`config.mk`:
```
export PLATFORM = sky130hd
export DESIGN_NAME = heartbeat_watchdog_table
export DESIGN_NICKNAME = d
export VERILOG_FILES = /design/src/hw/rtl/hwt_pkg.sv /design/src/hw/rtl/hwt_ram.sv /design/src/hw/rtl/hwt_out_reg.sv /design/src/hw/rtl/heartbeat_watchdog_table.sv
export SDC_FILE = /design/constraint.sdc
export NUM_CORES = 2
export LEC_CHECK = 0
export ABC_AREA = 0
export BUFFER_PORTS_ARGS = -buffer_cell sky130_fd_sc_hd__buf_2
export CAP_MARGIN = 0
export CORE_MARGIN = 4
export CORE_UTILIZATION = 43
export DETAILED_ROUTE_END_ITERATION = 7
export MAX_ROUTING_LAYER = met4
export PLACE_DENSITY = 0.54
export SLEW_MARGIN = 5
export SYNTH_ARGS = -nofsm -noshare
export SYNTH_HDL_FRONTEND = slang
export SYNTH_SLANG_ARGS = --single-unit
```
`constraint.sdc`:
```
create_clock -name clk_i -period 16.7 [get_ports clk_i]
set_input_delay 1.67 -clock clk_i [delete_from_list [all_inputs] [get_ports clk_i]]
set_output_delay 1.67 -clock clk_i [all_outputs]
set_load 0.005 [all_outputs]
```
`src/hw/rtl/hwt_pkg.sv`:
```
// hwt_pkg: shared types and codes of the heartbeat watchdog table
// no dependencies; imported by hwt_ram users, hwt_out_reg and the top level
`timescale 1ns / 1ps

package hwt_pkg;

  // default number of table slots
  localparam int unsigned NODES_DEF = 16;

  // field widths
  localparam int unsigned FUNC_W    = 3;
  localparam int unsigned ID_W      = 32;
  localparam int unsigned TMO_W     = 24;
  localparam int unsigned TIME_W    = 32;
  localparam int unsigned STATUS_W  = 3;
  localparam int unsigned PERIOD_W  = 16;
  localparam int unsigned CFG_IDX_W = 2;
  localparam int unsigned CFG_DAT_W = 16;

  // stream word widths (packed fields, padded to whole bytes)
  localparam int unsigned IN_DATA_W  = 64;
  localparam int unsigned OUT_DATA_W = 40;

  localparam logic [PERIOD_W-1:0] PERIOD_RESET = PERIOD_W'(100);

  // configuration register indexes
  localparam logic [CFG_IDX_W-1:0] CFG_ENABLE = CFG_IDX_W'(0);
  localparam logic [CFG_IDX_W-1:0] CFG_PERIOD = CFG_IDX_W'(1);

  // result kinds
  localparam logic KIND_REPLY = 1'b0;
  localparam logic KIND_EVENT = 1'b1;

  typedef enum logic [FUNC_W-1:0] {
    FN_REGISTER   = 3'd0,
    FN_UNREGISTER = 3'd1,
    FN_HEARTBEAT  = 3'd2,
    FN_QUERY      = 3'd3,
    FN_TICK       = 3'd4
  } func_e;

  typedef enum logic [STATUS_W-1:0] {
    ST_OK         = 3'd0,
    ST_INVALID    = 3'd1,
    ST_DUPLICATE  = 3'd2,
    ST_NOT_FOUND  = 3'd3,
    ST_FULL       = 3'd4
  } status_e;

  typedef enum logic [2:0] {
    S_IDLE,
    S_LOOKUP,
    S_FIN,
    S_SCAN,
    S_REPLY,
    S_SELECT,
    S_EVENT
  } state_e;

  // one result word
  typedef struct packed {
    logic            kind;
    status_e         status;
    logic            responsive;
    logic [ID_W-1:0] event_node;
    logic            last;
  } res_t;

endpackage

```
`src/hw/rtl/hwt_ram.sv`:
```
// hwt_ram: generic simple dual-port ram, one write and one registered read port
// no dependencies
`timescale 1ns / 1ps

module hwt_ram #(
  parameter int unsigned WIDTH = 32,
  parameter int unsigned DEPTH = 16,
  localparam int unsigned AW = (DEPTH > 1) ? $clog2(DEPTH) : 1
) (
  input  logic             clk_i,
  input  logic             we_i,
  input  logic [AW-1:0]    waddr_i,
  input  logic [WIDTH-1:0] wdata_i,
  input  logic             re_i,
  input  logic [AW-1:0]    raddr_i,
  output logic [WIDTH-1:0] rdata_o
);

  logic [WIDTH-1:0] mem_q [DEPTH];
  logic [WIDTH-1:0] rdata_q;

  always_ff @(posedge clk_i) begin
    if (we_i) begin
      mem_q[waddr_i] <= wdata_i;
    end
    if (re_i) begin
      rdata_q <= mem_q[raddr_i];
    end
  end

  assign rdata_o = rdata_q;

endmodule

```
`src/hw/rtl/hwt_out_reg.sv`:
```
// hwt_out_reg: output register of the result stream, packs a result word
// depends on hwt_pkg
`timescale 1ns / 1ps

module hwt_out_reg (
  input  logic                              clk_i,
  input  logic                              rst_ni,
  input  logic                              load_i,
  input  hwt_pkg::res_t                     word_i,
  output logic                              ready_o,
  output logic                              tvalid_o,
  input  logic                              tready_i,
  output logic [hwt_pkg::OUT_DATA_W-1:0]    tdata_o,  // status, responsive, event_node
  output logic                              tlast_o,
  output logic                              tuser_o   // kind
);
  import hwt_pkg::*;

  logic vld_q, vld_d;
  res_t word_q;

  // free when empty or being drained this cycle
  assign ready_o = !vld_q || tready_i;

  always_comb begin
    vld_d = vld_q;
    if (tready_i) begin
      vld_d = 1'b0;
    end
    if (load_i) begin
      vld_d = 1'b1;
    end
  end

  always_ff @(posedge clk_i or negedge rst_ni) begin
    if (!rst_ni) begin
      vld_q <= 1'b0;
    end else begin
      vld_q <= vld_d;
    end
  end

  always_ff @(posedge clk_i) begin
    if (load_i) begin
      word_q <= word_i;
    end
  end

  assign tvalid_o = vld_q;
  assign tdata_o  = {(OUT_DATA_W - STATUS_W - 1 - ID_W)'(0), word_q.event_node,
                     word_q.responsive, word_q.status};
  assign tlast_o  = word_q.last;
  assign tuser_o  = word_q.kind;

endmodule

```
`src/hw/rtl/heartbeat_watchdog_table.sv`:
```
// heartbeat_watchdog_table: top level, table sequencer, time base and config registers
// depends on hwt_pkg, hwt_ram, hwt_out_reg
`timescale 1ns / 1ps

// Watchdog over a table of NODES monitored nodes. Each input word carries one
// operation (register, unregister, heartbeat, query, one millisecond tick) and
// yields one status reply; a tick that triggers a timeout scan then yields one
// timeout event per node that newly went unresponsive, in ascending node id
// order, the final word of the item flagged by tlast. Node id and timeout live
// in one ram, the last-heartbeat time in a second ram, both with a registered
// read; valid and responsive flags are flip-flops. Every lookup is a walk over
// all slots through the ram read port, used by a register, unregister,
// heartbeat or query; an unknown function, a rejected argument and a tick
// without scan need no walk. A scanning tick walks the table once to mark
// expired nodes and once more for each event to pick the smallest remaining
// id. The next word is taken once the item is done; the last result may still
// wait in the output register meanwhile. Configuration is to be written only
// while the block is idle, which the block itself does not enforce;
// cfg_ready_o is always high. The rams need no clearing after reset: slots are
// only read through valid flags, and ram accesses never overlap since writes
// happen only once a walk has drained.

module heartbeat_watchdog_table #(
  parameter int unsigned NODES = hwt_pkg::NODES_DEF
) (
  input  logic                             clk_i,
  input  logic                             rst_ni,
  // input words
  input  logic                             s_axis_tvalid,
  output logic                             s_axis_tready,
  input  logic [hwt_pkg::IN_DATA_W-1:0]    s_axis_tdata,  // func, node_id, timeout, checksum_ok
  // result words
  output logic                             m_axis_tvalid,
  input  logic                             m_axis_tready,
  output logic [hwt_pkg::OUT_DATA_W-1:0]   m_axis_tdata,  // status, responsive, event_node
  output logic                             m_axis_tlast,
  output logic                             m_axis_tuser,  // kind
  // configuration writes
  input  logic                             cfg_valid_i,
  output logic                             cfg_ready_o,
  input  logic [hwt_pkg::CFG_IDX_W-1:0]    cfg_index_i,
  input  logic [hwt_pkg::CFG_DAT_W-1:0]    cfg_data_i
);
  import hwt_pkg::*;

  localparam int unsigned IW = (NODES > 1) ? $clog2(NODES) : 1;
  localparam int unsigned CW = IW + 1;
  localparam logic [CW-1:0] NODES_C = CW'(NODES);
  localparam int unsigned A_W = ID_W + TMO_W;

  // ---------------------------------------------------------------------------
  // configuration registers
  // ---------------------------------------------------------------------------
  logic                enable_q;
  logic [PERIOD_W-1:0] period_q;

  assign cfg_ready_o = 1'b1;

  always_ff @(posedge clk_i or negedge rst_ni) begin
    if (!rst_ni) begin
      enable_q <= 1'b0;
      period_q <= PERIOD_RESET;
    end else if (cfg_valid_i) begin
      case (cfg_index_i)
        CFG_ENABLE: enable_q <= cfg_data_i[0];
        CFG_PERIOD: period_q <= cfg_data_i[PERIOD_W-1:0];
        default:    ;  // writes beyond the register list are dropped
      endcase
    end
  end

  // ---------------------------------------------------------------------------
  // input field unpacking
  // ---------------------------------------------------------------------------
  logic [FUNC_W-1:0] in_func;
  logic [ID_W-1:0]   in_id;
  logic [TMO_W-1:0]  in_tmo;
  logic              in_csok;

  assign in_func = s_axis_tdata[FUNC_W-1:0];
  assign in_id   = s_axis_tdata[FUNC_W +: ID_W];
  assign in_tmo  = s_axis_tdata[FUNC_W+ID_W +: TMO_W];
  assign in_csok = s_axis_tdata[FUNC_W+ID_W+TMO_W];

  // ---------------------------------------------------------------------------
  // state
  // ---------------------------------------------------------------------------
  state_e state_q, state_d;

  logic [FUNC_W-1:0]   func_q;
  logic [ID_W-1:0]     id_q;
  logic [TMO_W-1:0]    tmo_q;
  status_e             status_q;
  logic                resp_q;

  logic [TIME_W-1:0]   time_q;
  logic [PERIOD_W-1:0] pcount_q;

  logic [NODES-1:0]    valid_q;
  logic [NODES-1:0]    alive_q;
  logic [NODES-1:0]    hit_q;
  logic [CW-1:0]       hit_cnt_q;

  // walk counter and read pipeline
  logic [CW-1:0]       cnt_q;
  logic                pipe_vld_q;
  logic [IW-1:0]       pipe_idx_q;

  // lookup results
  logic                found_q;
  logic [IW-1:0]       found_slot_q;
  logic                free_q;
  logic [IW-1:0]       free_slot_q;

  // minimum search over pending events
  logic                min_vld_q;
  logic [ID_W-1:0]     min_id_q;
  logic [IW-1:0]       min_slot_q;

  // ---------------------------------------------------------------------------
  // rams
  // ---------------------------------------------------------------------------
  logic              issue;
  logic              walk_done;
  logic              a_we, b_we;
  logic [IW-1:0]     wr_slot;
  logic [A_W-1:0]    a_rdata;
  logic [TIME_W-1:0] b_rdata;
  logic [ID_W-1:0]   rd_node;
  logic [TMO_W-1:0]  rd_tmo;

  hwt_ram #(
    .WIDTH (A_W),
    .DEPTH (NODES)
  ) u_ram_id (
    .clk_i   (clk_i),
    .we_i    (a_we),
    .waddr_i (wr_slot),
    .wdata_i ({tmo_q, id_q}),
    .re_i    (issue),
    .raddr_i (cnt_q[IW-1:0]),
    .rdata_o (a_rdata)
  );

  hwt_ram #(
    .WIDTH (TIME_W),
    .DEPTH (NODES)
  ) u_ram_beat (
    .clk_i   (clk_i),
    .we_i    (b_we),
    .waddr_i (wr_slot),
    .wdata_i (time_q),
    .re_i    (issue),
    .raddr_i (cnt_q[IW-1:0]),
    .rdata_o (b_rdata)
  );

  assign rd_node = a_rdata[ID_W-1:0];
  assign rd_tmo  = a_rdata[ID_W +: TMO_W];

  // walk: one read issued per cycle, compared in the cycle after
  assign issue = ((state_q == S_LOOKUP) || (state_q == S_SCAN) || (state_q == S_SELECT))
                 && (cnt_q != NODES_C);
  assign walk_done = (cnt_q == NODES_C) && !pipe_vld_q;

  // elapsed time since last heartbeat, modular
  logic [TIME_W-1:0] elapsed;
  logic              expired;
  assign elapsed = time_q - b_rdata;
  assign expired = elapsed > {(TIME_W - TMO_W)'(0), rd_tmo};

  // ---------------------------------------------------------------------------
  // output register
  // ---------------------------------------------------------------------------
  logic out_ready;
  logic out_load;
  res_t out_word;

  hwt_out_reg u_out (
    .clk_i    (clk_i),
    .rst_ni   (rst_ni),
    .load_i   (out_load),
    .word_i   (out_word),
    .ready_o  (out_ready),
    .tvalid_o (m_axis_tvalid),
    .tready_i (m_axis_tready),
    .tdata_o  (m_axis_tdata),
    .tlast_o  (m_axis_tlast),
    .tuser_o  (m_axis_tuser)
  );

  // ---------------------------------------------------------------------------
  // tick timing
  // ---------------------------------------------------------------------------
  logic [PERIOD_W-1:0] period_eff;
  logic [PERIOD_W-1:0] pcount_inc;
  logic                scan_due;

  // a zero period behaves as one
  assign period_eff = (period_q == '0) ? PERIOD_W'(1) : period_q;
  assign pcount_inc = pcount_q + PERIOD_W'(1);
  assign scan_due   = enable_q && ((pcount_inc >= period_eff) || (pcount_inc == '0));

  // ---------------------------------------------------------------------------
  // sequencer: next state and control
  // ---------------------------------------------------------------------------
  logic accept;
  logic fin_reg_ok;

  assign accept     = s_axis_tvalid && s_axis_tready;
  assign fin_reg_ok = (func_q == FN_REGISTER) && !found_q && free_q;

  always_comb begin
    state_d       = state_q;
    s_axis_tready = 1'b0;
    out_load      = 1'b0;
    out_word      = '{kind: KIND_REPLY, status: status_q, responsive: resp_q,
                      event_node: '0, last: (hit_cnt_q == '0)};
    a_we          = 1'b0;
    b_we          = 1'b0;
    wr_slot       = fin_reg_ok ? free_slot_q : found_slot_q;
    case (state_q)
      S_IDLE: begin
        s_axis_tready = 1'b1;
        if (s_axis_tvalid) begin
          if (in_func > FN_TICK) begin
            state_d = S_REPLY;
          end else if (in_func == FN_TICK) begin
            state_d = scan_due ? S_SCAN : S_REPLY;
          end else if ((in_func == FN_REGISTER) && (in_tmo == '0)) begin
            state_d = S_REPLY;
          end else if ((in_func == FN_HEARTBEAT) && !in_csok) begin
            state_d = S_REPLY;
          end else begin
            state_d = S_LOOKUP;
          end
        end
      end
      S_LOOKUP: begin
        if (walk_done) begin
          state_d = S_FIN;
        end
      end
      S_FIN: begin
        a_we    = fin_reg_ok;
        b_we    = fin_reg_ok || ((func_q == FN_HEARTBEAT) && found_q);
        state_d = S_REPLY;
      end
      S_SCAN: begin
        if (walk_done) begin
          state_d = S_REPLY;
        end
      end
      S_REPLY: begin
        if (out_ready) begin
          out_load = 1'b1;
          state_d  = (hit_cnt_q == '0) ? S_IDLE : S_SELECT;
        end
      end
      S_SELECT: begin
        if (walk_done) begin
          state_d = S_EVENT;
        end
      end
      S_EVENT: begin
        out_word = '{kind: KIND_EVENT, status: ST_OK, responsive: 1'b0,
                     event_node: min_id_q, last: (hit_cnt_q == CW'(1))};
        if (out_ready) begin
          out_load = 1'b1;
          state_d  = (hit_cnt_q == CW'(1)) ? S_IDLE : S_SELECT;
        end
      end
      default: state_d = S_IDLE;
    endcase
  end

  always_ff @(posedge clk_i or negedge rst_ni) begin
    if (!rst_ni) begin
      state_q <= S_IDLE;
    end else begin
      state_q <= state_d;
    end
  end

  // ---------------------------------------------------------------------------
  // datapath and table flags
  // ---------------------------------------------------------------------------
  always_ff @(posedge clk_i or negedge rst_ni) begin
    if (!rst_ni) begin
      time_q     <= '0;
      pcount_q   <= '0;
      valid_q    <= '0;
      alive_q    <= '0;
      hit_q      <= '0;
      hit_cnt_q  <= '0;
      cnt_q      <= '0;
      pipe_vld_q <= 1'b0;
      found_q    <= 1'b0;
      free_q     <= 1'b0;
      min_vld_q  <= 1'b0;
    end else begin
      pipe_vld_q <= issue;
      if (issue) begin
        cnt_q <= cnt_q + CW'(1);
      end

      if (accept) begin
        cnt_q     <= '0;
        found_q   <= 1'b0;
        free_q    <= 1'b0;
        hit_q     <= '0;
        hit_cnt_q <= '0;
        if (in_func == FN_TICK) begin
          time_q <= time_q + TIME_W'(1);
          if (!enable_q || scan_due) begin
            pcount_q <= '0;
          end else begin
            pcount_q <= pcount_inc;
          end
        end
      end

      // lookup compare, lowest matching and lowest free slot
      if ((state_q == S_LOOKUP) && pipe_vld_q) begin
        if (valid_q[pipe_idx_q] && (rd_node == id_q) && !found_q) begin
          found_q <= 1'b1;
        end
        if (!valid_q[pipe_idx_q] && !free_q) begin
          free_q <= 1'b1;
        end
      end

      // timeout scan marks expired responsive nodes
      if ((state_q == S_SCAN) && pipe_vld_q) begin
        if (valid_q[pipe_idx_q] && alive_q[pipe_idx_q] && expired) begin
          alive_q[pipe_idx_q] <= 1'b0;
          hit_q[pipe_idx_q]   <= 1'b1;
          hit_cnt_q           <= hit_cnt_q + CW'(1);
        end
      end

      // write back of the item's effect
      if (state_q == S_FIN) begin
        if (fin_reg_ok) begin
          valid_q[free_slot_q] <= 1'b1;
          alive_q[free_slot_q] <= 1'b1;
        end else if (found_q && (func_q == FN_UNREGISTER)) begin
          valid_q[found_slot_q] <= 1'b0;
        end else if (found_q && (func_q == FN_HEARTBEAT)) begin
          alive_q[found_slot_q] <= 1'b1;
        end
      end

      // smallest pending id
      if ((state_q == S_SELECT) && pipe_vld_q && hit_q[pipe_idx_q]) begin
        if (!min_vld_q || (rd_node < min_id_q)) begin
          min_vld_q <= 1'b1;
        end
      end

      if (out_load) begin
        cnt_q     <= '0;
        min_vld_q <= 1'b0;
        if (state_q == S_EVENT) begin
          hit_q[min_slot_q] <= 1'b0;
          hit_cnt_q         <= hit_cnt_q - CW'(1);
        end
      end
    end
  end

  // payload registers
  always_ff @(posedge clk_i) begin
    pipe_idx_q <= cnt_q[IW-1:0];

    if (accept) begin
      func_q   <= in_func;
      id_q     <= in_id;
      tmo_q    <= in_tmo;
      resp_q   <= 1'b0;
      status_q <= ST_OK;
      if (in_func > FN_TICK) begin
        status_q <= ST_INVALID;
      end else if ((in_func == FN_REGISTER) && (in_tmo == '0)) begin
        status_q <= ST_INVALID;
      end else if ((in_func == FN_HEARTBEAT) && !in_csok) begin
        status_q <= ST_INVALID;
      end
    end

    if ((state_q == S_LOOKUP) && pipe_vld_q) begin
      if (valid_q[pipe_idx_q] && (rd_node == id_q) && !found_q) begin
        found_slot_q <= pipe_idx_q;
      end
      if (!valid_q[pipe_idx_q] && !free_q) begin
        free_slot_q <= pipe_idx_q;
      end
    end

    if (state_q == S_FIN) begin
      if (func_q == FN_REGISTER) begin
        if (found_q) begin
          status_q <= ST_DUPLICATE;
        end else if (!free_q) begin
          status_q <= ST_FULL;
        end
      end else if (!found_q) begin
        status_q <= ST_NOT_FOUND;
      end else if (func_q == FN_QUERY) begin
        resp_q <= alive_q[found_slot_q];
      end
    end

    if ((state_q == S_SELECT) && pipe_vld_q && hit_q[pipe_idx_q]) begin
      if (!min_vld_q || (rd_node < min_id_q)) begin
        min_id_q   <= rd_node;
        min_slot_q <= pipe_idx_q;
      end
    end
  end

  // ---------------------------------------------------------------------------
  // assertions
  // ---------------------------------------------------------------------------

  // pending event count tracks the pending flags
  assert property (@(posedge clk_i) disable iff (!rst_ni)
    $countones(hit_q) == 32'(hit_cnt_q))
    else $error("pending event count out of step with pending flags");

  // a timeout event always carries status ok and no responsive flag
  assert property (@(posedge clk_i) disable iff (!rst_ni)
    (m_axis_tvalid && (m_axis_tuser == KIND_EVENT)) |->
      (m_axis_tdata[STATUS_W-1:0] == ST_OK) && !m_axis_tdata[STATUS_W])
    else $error("timeout event with nonzero status or responsive flag");

  // a new registration occupies a free slot and marks it valid
  assert property (@(posedge clk_i) disable iff (!rst_ni)
    a_we |-> !valid_q[wr_slot] ##1 valid_q[$past(wr_slot)])
    else $error("registration did not land in a free slot");

  // an event is only sent for a slot that was found by the minimum search
  assert property (@(posedge clk_i) disable iff (!rst_ni)
    (state_q == S_EVENT) |-> min_vld_q && hit_q[min_slot_q])
    else $error("event without a pending slot selected");

endmodule

```
Word level (Yosys, flattened, before mapping)
Memories as Yosys holds them, arrays and structs flattened. A register that Yosys moved wholly into a read port is not among the register bits.
Cells that the tools add are included.
W data, S select, Z words.
{"block": "classes", "reduce_logical": 61, "magnitude_cmp": 12, "multipliers": 0, "n_shift": 0, "div": 0, "n_mux": 89, "n_eq_ne": 22, "addsub": 6, "bitwise": 10}
{"cell": "$mux W16", "count": 15}
{"cell": "$or A16 B16 Y16", "count": 4}
{"cell": "$mux W3", "count": 19}
{"cell": "$and A16 B16 Y16", "count": 3}
{"cell": "$not A16 Y16", "count": 3}
{"cell": "$mux W5", "count": 8}
{"cell": "$mux W38", "count": 1}
{"cell": "$mux W1", "count": 36}
{"cell": "$add A32 B1 Y32 const B", "count": 1}
{"cell": "$eq A32 B32 Y1", "count": 1}
{"cell": "$gt A32 B24 Y1", "count": 1}
{"cell": "$logic_not A16 Y1", "count": 2}
{"cell": "$lt A32 B32 Y1", "count": 1}
{"cell": "$sub A32 B32 Y32", "count": 1}
{"cell": "$logic_not A24 Y1", "count": 1}
{"cell": "$logic_and A1 B1 Y1", "count": 23}
{"cell": "$pmux W3 S7", "count": 1}
{"cell": "$lt A4 B5 Y1 const B", "count": 4}
{"cell": "$add A16 B1 Y16 const B", "count": 1}
{"cell": "$bmux W1 S4", "count": 4}
{"cell": "$demux W1 S4", "count": 4}
{"cell": "$ge A16 B16 Y1", "count": 1}
{"cell": "$ge A4 B1 Y1 const B", "count": 4}
{"cell": "$reduce_and A2 Y1", "count": 8}
{"cell": "21 further kinds", "count": 53}
{"block": "word_totals", "output_inout_bits": 45, "register_bits": 280, "inputBits": 87, "rom_bits": 0, "elab_cells": 232, "latch_bits": 0, "mem_bits_rw": 1408, "mem_count": 2}
{"memory": "u_ram_id.mem_q", "words": 16, "width": 56, "rd": 1, "rd_ports_with_merged_regs": 1, "write_ports": 1, "line_no": "hwt_ram.sv:19", "source": "logic [WIDTH-1:0] mem_q [DEPTH];"}
{"memory": "u_ram_beat.mem_q", "words": 16, "width": 32, "rd": 1, "rd_ports_with_merged_regs": 1, "write_ports": 1, "line_no": "hwt_ram.sv:19"}

Longest topological paths before layout
{"block": "depth", "depth_word": 13, "depth_mapped": 23, "ltp_nobuf": 22}

By module
A second synthesis with hierarchy kept.
{"block": "hier_totals", "hier_cells": 3780, "area_unflattened_um2": 71349.7}
{"mod": "hwt_ram (u_ram_id)", "cells_per_inst": 1445, "area_each_um2": 35238.8, "n_inst": 1}
{"mod": "hwt_ram (u_ram_beat)", "cells_per_inst": 838, "area_each_um2": 20174.3, "n_inst": 1}
{"mod": "heartbeat_watchdog_table", "cells_per_inst": 1451, "area_each_um2": 14714.1, "n_inst": 1}
{"mod": "hwt_out_reg", "cells_per_inst": 46, "area_each_um2": 1222.4, "n_inst": 1}

Least setup slack after synthesis
No wires, ideal clock.
{"block": "synth_timing", "path_kind": "register to register", "start": "reg cnt_q[0]", "end": "reg cnt_q[3]", "path_slack_ns": 7.013, "t_arrival_ns": 9.613, "setup_ns": 0.074, "stages_incl_launch_ff": 12, "n_path_buf": 3, "path_cell_list": "dfrtp_1 -> clkbuf_1 -> buf_1 -> buf_1 -> inv_1 -> ha_1 -> nand3_1 -> inv_1 -> a211oi_1 -> nand4_1 -> xor2_1 -> nor2_1"}
{"block": "synth_between", "word_cells_on_any_way": 7}
{"item": "start: declaration", "line_no": "heartbeat_watchdog_table.sv:105", "source": "logic [CW-1:0] cnt_q;"}
{"item": "start signal: assignment", "line_no": "heartbeat_watchdog_table.sv:304", "source": "cnt_q <= cnt_q + CW'(1);"}
{"item": "$ne A5 B5 Y1", "line_no": "heartbeat_watchdog_table.sv:163", "source": "&& (cnt_q != NODES_C);"}
{"item": "$logic_and A1 B1 Y1", "line_no": "heartbeat_watchdog_table.sv:163"}
{"item": "net issue", "line_no": "heartbeat_watchdog_table.sv:123", "source": "logic issue;"}
{"item": "$reduce_bool A3 Y1 (no line)"}
The timed path passes the listed nets, and every way through them passes these cells. The select of a mux whose other input is x is not followed.
A chain may end at the register's enable or synchronous reset.

Final worst setup path
{"block": "layout_timing", "start": "reg time_q[0]", "end": "reg hit_cnt_q[1]"}
{"block": "layout_between", "elab_chain_len": 7}
{"item": "start: declaration", "line_no": "heartbeat_watchdog_table.sv:96", "source": "logic [TIME_W-1:0] time_q;"}
{"item": "start signal: assignment", "line_no": "heartbeat_watchdog_table.sv:314", "source": "time_q <= time_q + TIME_W'(1);"}
{"item": "$sub A32 B32 Y32 (*)", "line_no": "heartbeat_watchdog_table.sv:169", "source": "assign elapsed = time_q - b_rdata;"}
{"item": "$gt A32 B24 Y1 (*)", "line_no": "heartbeat_watchdog_table.sv:170", "source": "assign expired = elapsed > {(TIME_W - TMO_W)'(0), rd_tmo};"}
{"item": "$logic_and A1 B1 Y1 (*)", "line_no": "heartbeat_watchdog_table.sv:335", "source": "if (valid_q[pipe_idx_q] && alive_q[pipe_idx_q] && expired) begin"}
{"item": "$mux W5 (*)", "line_no": "heartbeat_watchdog_table.sv:335"}
{"item": "$mux W5 (*)", "line_no": "heartbeat_watchdog_table.sv:334", "source": "if ((state_q == S_SCAN) && pipe_vld_q) begin"}
{"item": "$mux W5", "line_no": "heartbeat_watchdog_table.sv:364", "source": "if (state_q == S_EVENT) begin"}
{"item": "$mux W5 (*)", "line_no": "heartbeat_watchdog_table.sv:361", "source": "if (out_load) begin"}
{"item": "end signal: assignment", "line_no": "heartbeat_watchdog_table.sv:338", "source": "hit_cnt_q <= hit_cnt_q + CW'(1);"}
{"item": "end signal: assignment", "line_no": "heartbeat_watchdog_table.sv:366", "source": "hit_cnt_q <= hit_cnt_q - CW'(1);"}
{"item": "end: declaration", "line_no": "heartbeat_watchdog_table.sv:102", "source": "logic [CW-1:0] hit_cnt_q;"}
Every way passes the cells marked *; elsewhere a longest branch is shown, timed or not.

==> impl_results.md <==
- CP max FO: 24
- FF-to-FF path depth: 21
- Total Wirelength: 171 mm
- Fin crit period: 6.63 ns
- CTS tree: done
- WL/cell: 27.9 um
- Worst Setup End Kind: flop
- Post-synthesis register bit count: 1776
- Mapped Area: 0.0713 mm^2
- DRT Pass-1 Iters: 5
- DRT iter0 DRCs: 3407
- Grt total ovfl: 0
- Most common cell after layout, fill and taps aside: edfxtp_1
- Post-synth top area share: 68.9%
- # resized after CTS: 0
- H-tree depth: 4
- Yosys top cell by area: edfxtp_1
- Initial antenna violation count: 3
- Global-route wire length before repair: 252 mm
- Port Buffers: 122
- Sequential area share after synthesis: 73.7%
- Combinational power share: 13.8%
- R2R Setup Slk: 10.07 ns
- Detailed placer's ending HPWL: 95.4 mm
- Sink Count: 1776
- Max-slew violation count: 0
- Arrival @ worst endpoint: 7.35 ns
- Leakage: 0.0254 uW
- Overall die height: 415 um
- # diodes: 0
- Worst setup SP type: flop
- Post-CTS setup buffer count: 0
- Vias per std cell: 5.70
- Synth Instances: 3586
- Fillers: 13600
- Top Ports: 132
- Vias in the first global route: 36000
- YS warnings: 0
- Seq pwr share: 50.6%
- Max-slew headroom: 21.5%
- Final setup TNS: 0 ns
- Hold endpoint: alive_q[7]$_DFF_PN0_
- Min-delay src: alive_q[7]$_DFF_PN0_
- Most frequent cells in the layout: edfxtp_1, mux4_2, clkbuf_16
- Fraction of power spent switching nets: 25.5%
- Rows: 149
- NetSw: 2760 uW
- Fin crit share: 39.7%
- Clock power frac: 35.6%
- Status: finished clean
- Hold Path Class: reg -> reg
- PD cells: 134 mW/mm^2
- Layout cells sized above 1: 24.8%
- Hold Violations, Final: 0
- CTS Root Cell: clkbuf_16
- Top FF cell, synth: edfxtp_1
- DIE AREA: 0.173 mm^2
- Setup-failing EPs final: 0
- Max clock buf depth: 3
- Routed Antenna Nets: 0
- Min Hold Slack: 0.504 ns
- Cts hold-fix bufs: 0
- Area contributors post-synth: edfxtp_1, mux4_2, dfrtp_1
- Max-Cap Viols: 0
- R2r startpoint: time_q[0]$_DFFE_PN0P_
- P&R area growth vs syn: 12.9%
- R2r endpoint: hit_cnt_q[1]$_DFF_PN0_
- Synth async-reset ratio: 7.38%
- Avg Inst Size Synth: 19.9 um^2
- Chip Width: 415 um
- FMAX: 151 MHz
- Critical path class: reg -> reg
- Synth cell types: 84
- Tot GR Track Use: 20.5%
- # DRC: 0
- Clk pin slew, worst setup/hold paths: 0.06 ns
- Worst-Margin Slew: 1.16 ns
- CTS buffer count: 181
- Worst vdd ir: 0.000114 V
- Hold Path Depth: 1
- Largest net degree at the start of global routing: 74
- Worst-Skew Late Latency: 0.81 ns
- Final nets: 4012
- Critical Path RT: 17.42 ns
- Post-synth EDFFs: 1637
- Pint: 8060 uW
- Skew final: 0.0206 ns
- Vias: 35000
- RD Place Congestion: 0.844
- Core Area: 0.165 mm^2
- Starting Density: 43.2%
- RSZ-0062 raised after global routing: false
[kinds of logic (layout without fill, tap and decap cells)]
kind of cell	after synthesis	in the layout	synth area share, %
DFF	1776	1776	73.7
and+or+nand+nor	496	496	3.51
muxes	487	487	14.9
AOI/OAI and AO/OA	325	325	3.03
buffers and inverters	284	650	1.56
adders and majority gates	110	110	1.94
xor gates and xnor gates	106	106	1.30
other	2	5	0.0105
[synthesized netlist by cell type (all sizes together) (19+ instances only)]
cell and number:
ha 109, dfrtp 128, nor2 109, a21o 38, buf 55, xnor2 51
inv 123, xor2 55, nand2 135, mux4 460, nor2b 24, nand3 40
and3 43, edfxtp 1637, nand2b 19, nand4 45, a21oi 60, o21ai 86
nor4 28, clkbuf 106
[through the flow]
stage	std cells	power (uW)	area (um^2)	setup WS [ns]	utilization [%]
after CTS	6144	11000	80600	10.06	48.8
after global placement	5821	7080	75000	10.14	45.4
after global routing	6144	11300	80600	9.69	48.8
after floorplan	3589	6530	71400	7.01	-
after detailed placement	5821	7090	75000	10.09	45.4
final	6144	10800	80600	10.07	48.8
[critical path, stage by stage, from the launching register on]
cell and delay, ns:
dfrtp_1 0.59, inv_1 0.19, ha_1 0.19, inv_1 0.06, fa_1 0.39, a21o_1 0.20, a31o_2 0.30, a21oi_1 0.28
o21ai_0 0.19, a21o_1 0.22, a211oi_1 0.39, xnor2_1 0.21, ha_1 0.31, and4_1 0.18, nand3_1 0.13, or4_1 0.53
o211a_1 0.15, a2111o_1 0.40, nor4_2 0.18, nand4_2 0.70, a2111o_1 0.65, o211ai_2 0.06
[worst max path at each step]
stage	startpoint	endpoint	slack [ns]	depth (start not counted)
global placement	time_q[0]$_DFFE_PN0P_	hit_cnt_q[1]$_DFF_PN0_	10.14	21
finish	time_q[0]$_DFFE_PN0P_	hit_cnt_q[1]$_DFF_PN0_	10.07	21
CTS	time_q[0]$_DFFE_PN0P_	hit_cnt_q[1]$_DFF_PN0_	10.06	21
detailed placement	time_q[0]$_DFFE_PN0P_	hit_cnt_q[1]$_DFF_PN0_	10.09	21
global route	time_q[0]$_DFFE_PN0P_	hit_cnt_q[1]$_DFF_PN0_	9.69	21
floorplan	cnt_q[0]$_DFFE_PN0P_	cnt_q[3]$_DFFE_PN0P_	7.01	11
[registers in the layout (all words and copies together), names as in the netlist, 24 cells and up]
name and flops:
u_ram_beat.mem_q 512, tmo_q 24, u_ram_id.mem_q 896, min_id_q 32
u_ram_beat.rdata_o 32, time_q 32, u_out.tdata_o 36, u_ram_id.rdata_o 56
id_q 32
[power groups by stage]
stage	clock [uW]	sequential [uW]	combinational [uW]
2_1_floorplan	0	5430	1100
3_3_place_gp	0	5560	1520
3_5_place_dp	0	5570	1520
4_1_cts	3950	5480	1530
5_1_grt	4140	5500	1640
6_report	3850	5470	1490
[cell type report]
type | instances | area [um^2] | area share (%)
tap | 2189 | 2740 | 3.40
clock inverter | 78 | 651 | 0.808
clock buffer | 245 | 4940 | 6.13
sequential | 1776 | 52600 | 65.3
inverter | 123 | 464 | 0.576
multi-input combinational | 1529 | 17900 | 22.3
timing repair buffer | 204 | 1230 | 1.53
[per-layer routing]
metal	vias up	track usage, %	routed length, um
li1	15100	-	-
met1	18800	28.3	75100
met2	871	33.1	85800
met3	240	2.69	7060
met4	0	4.77	3180
met5	-	-	0
(Power assumes the default switching activity.)
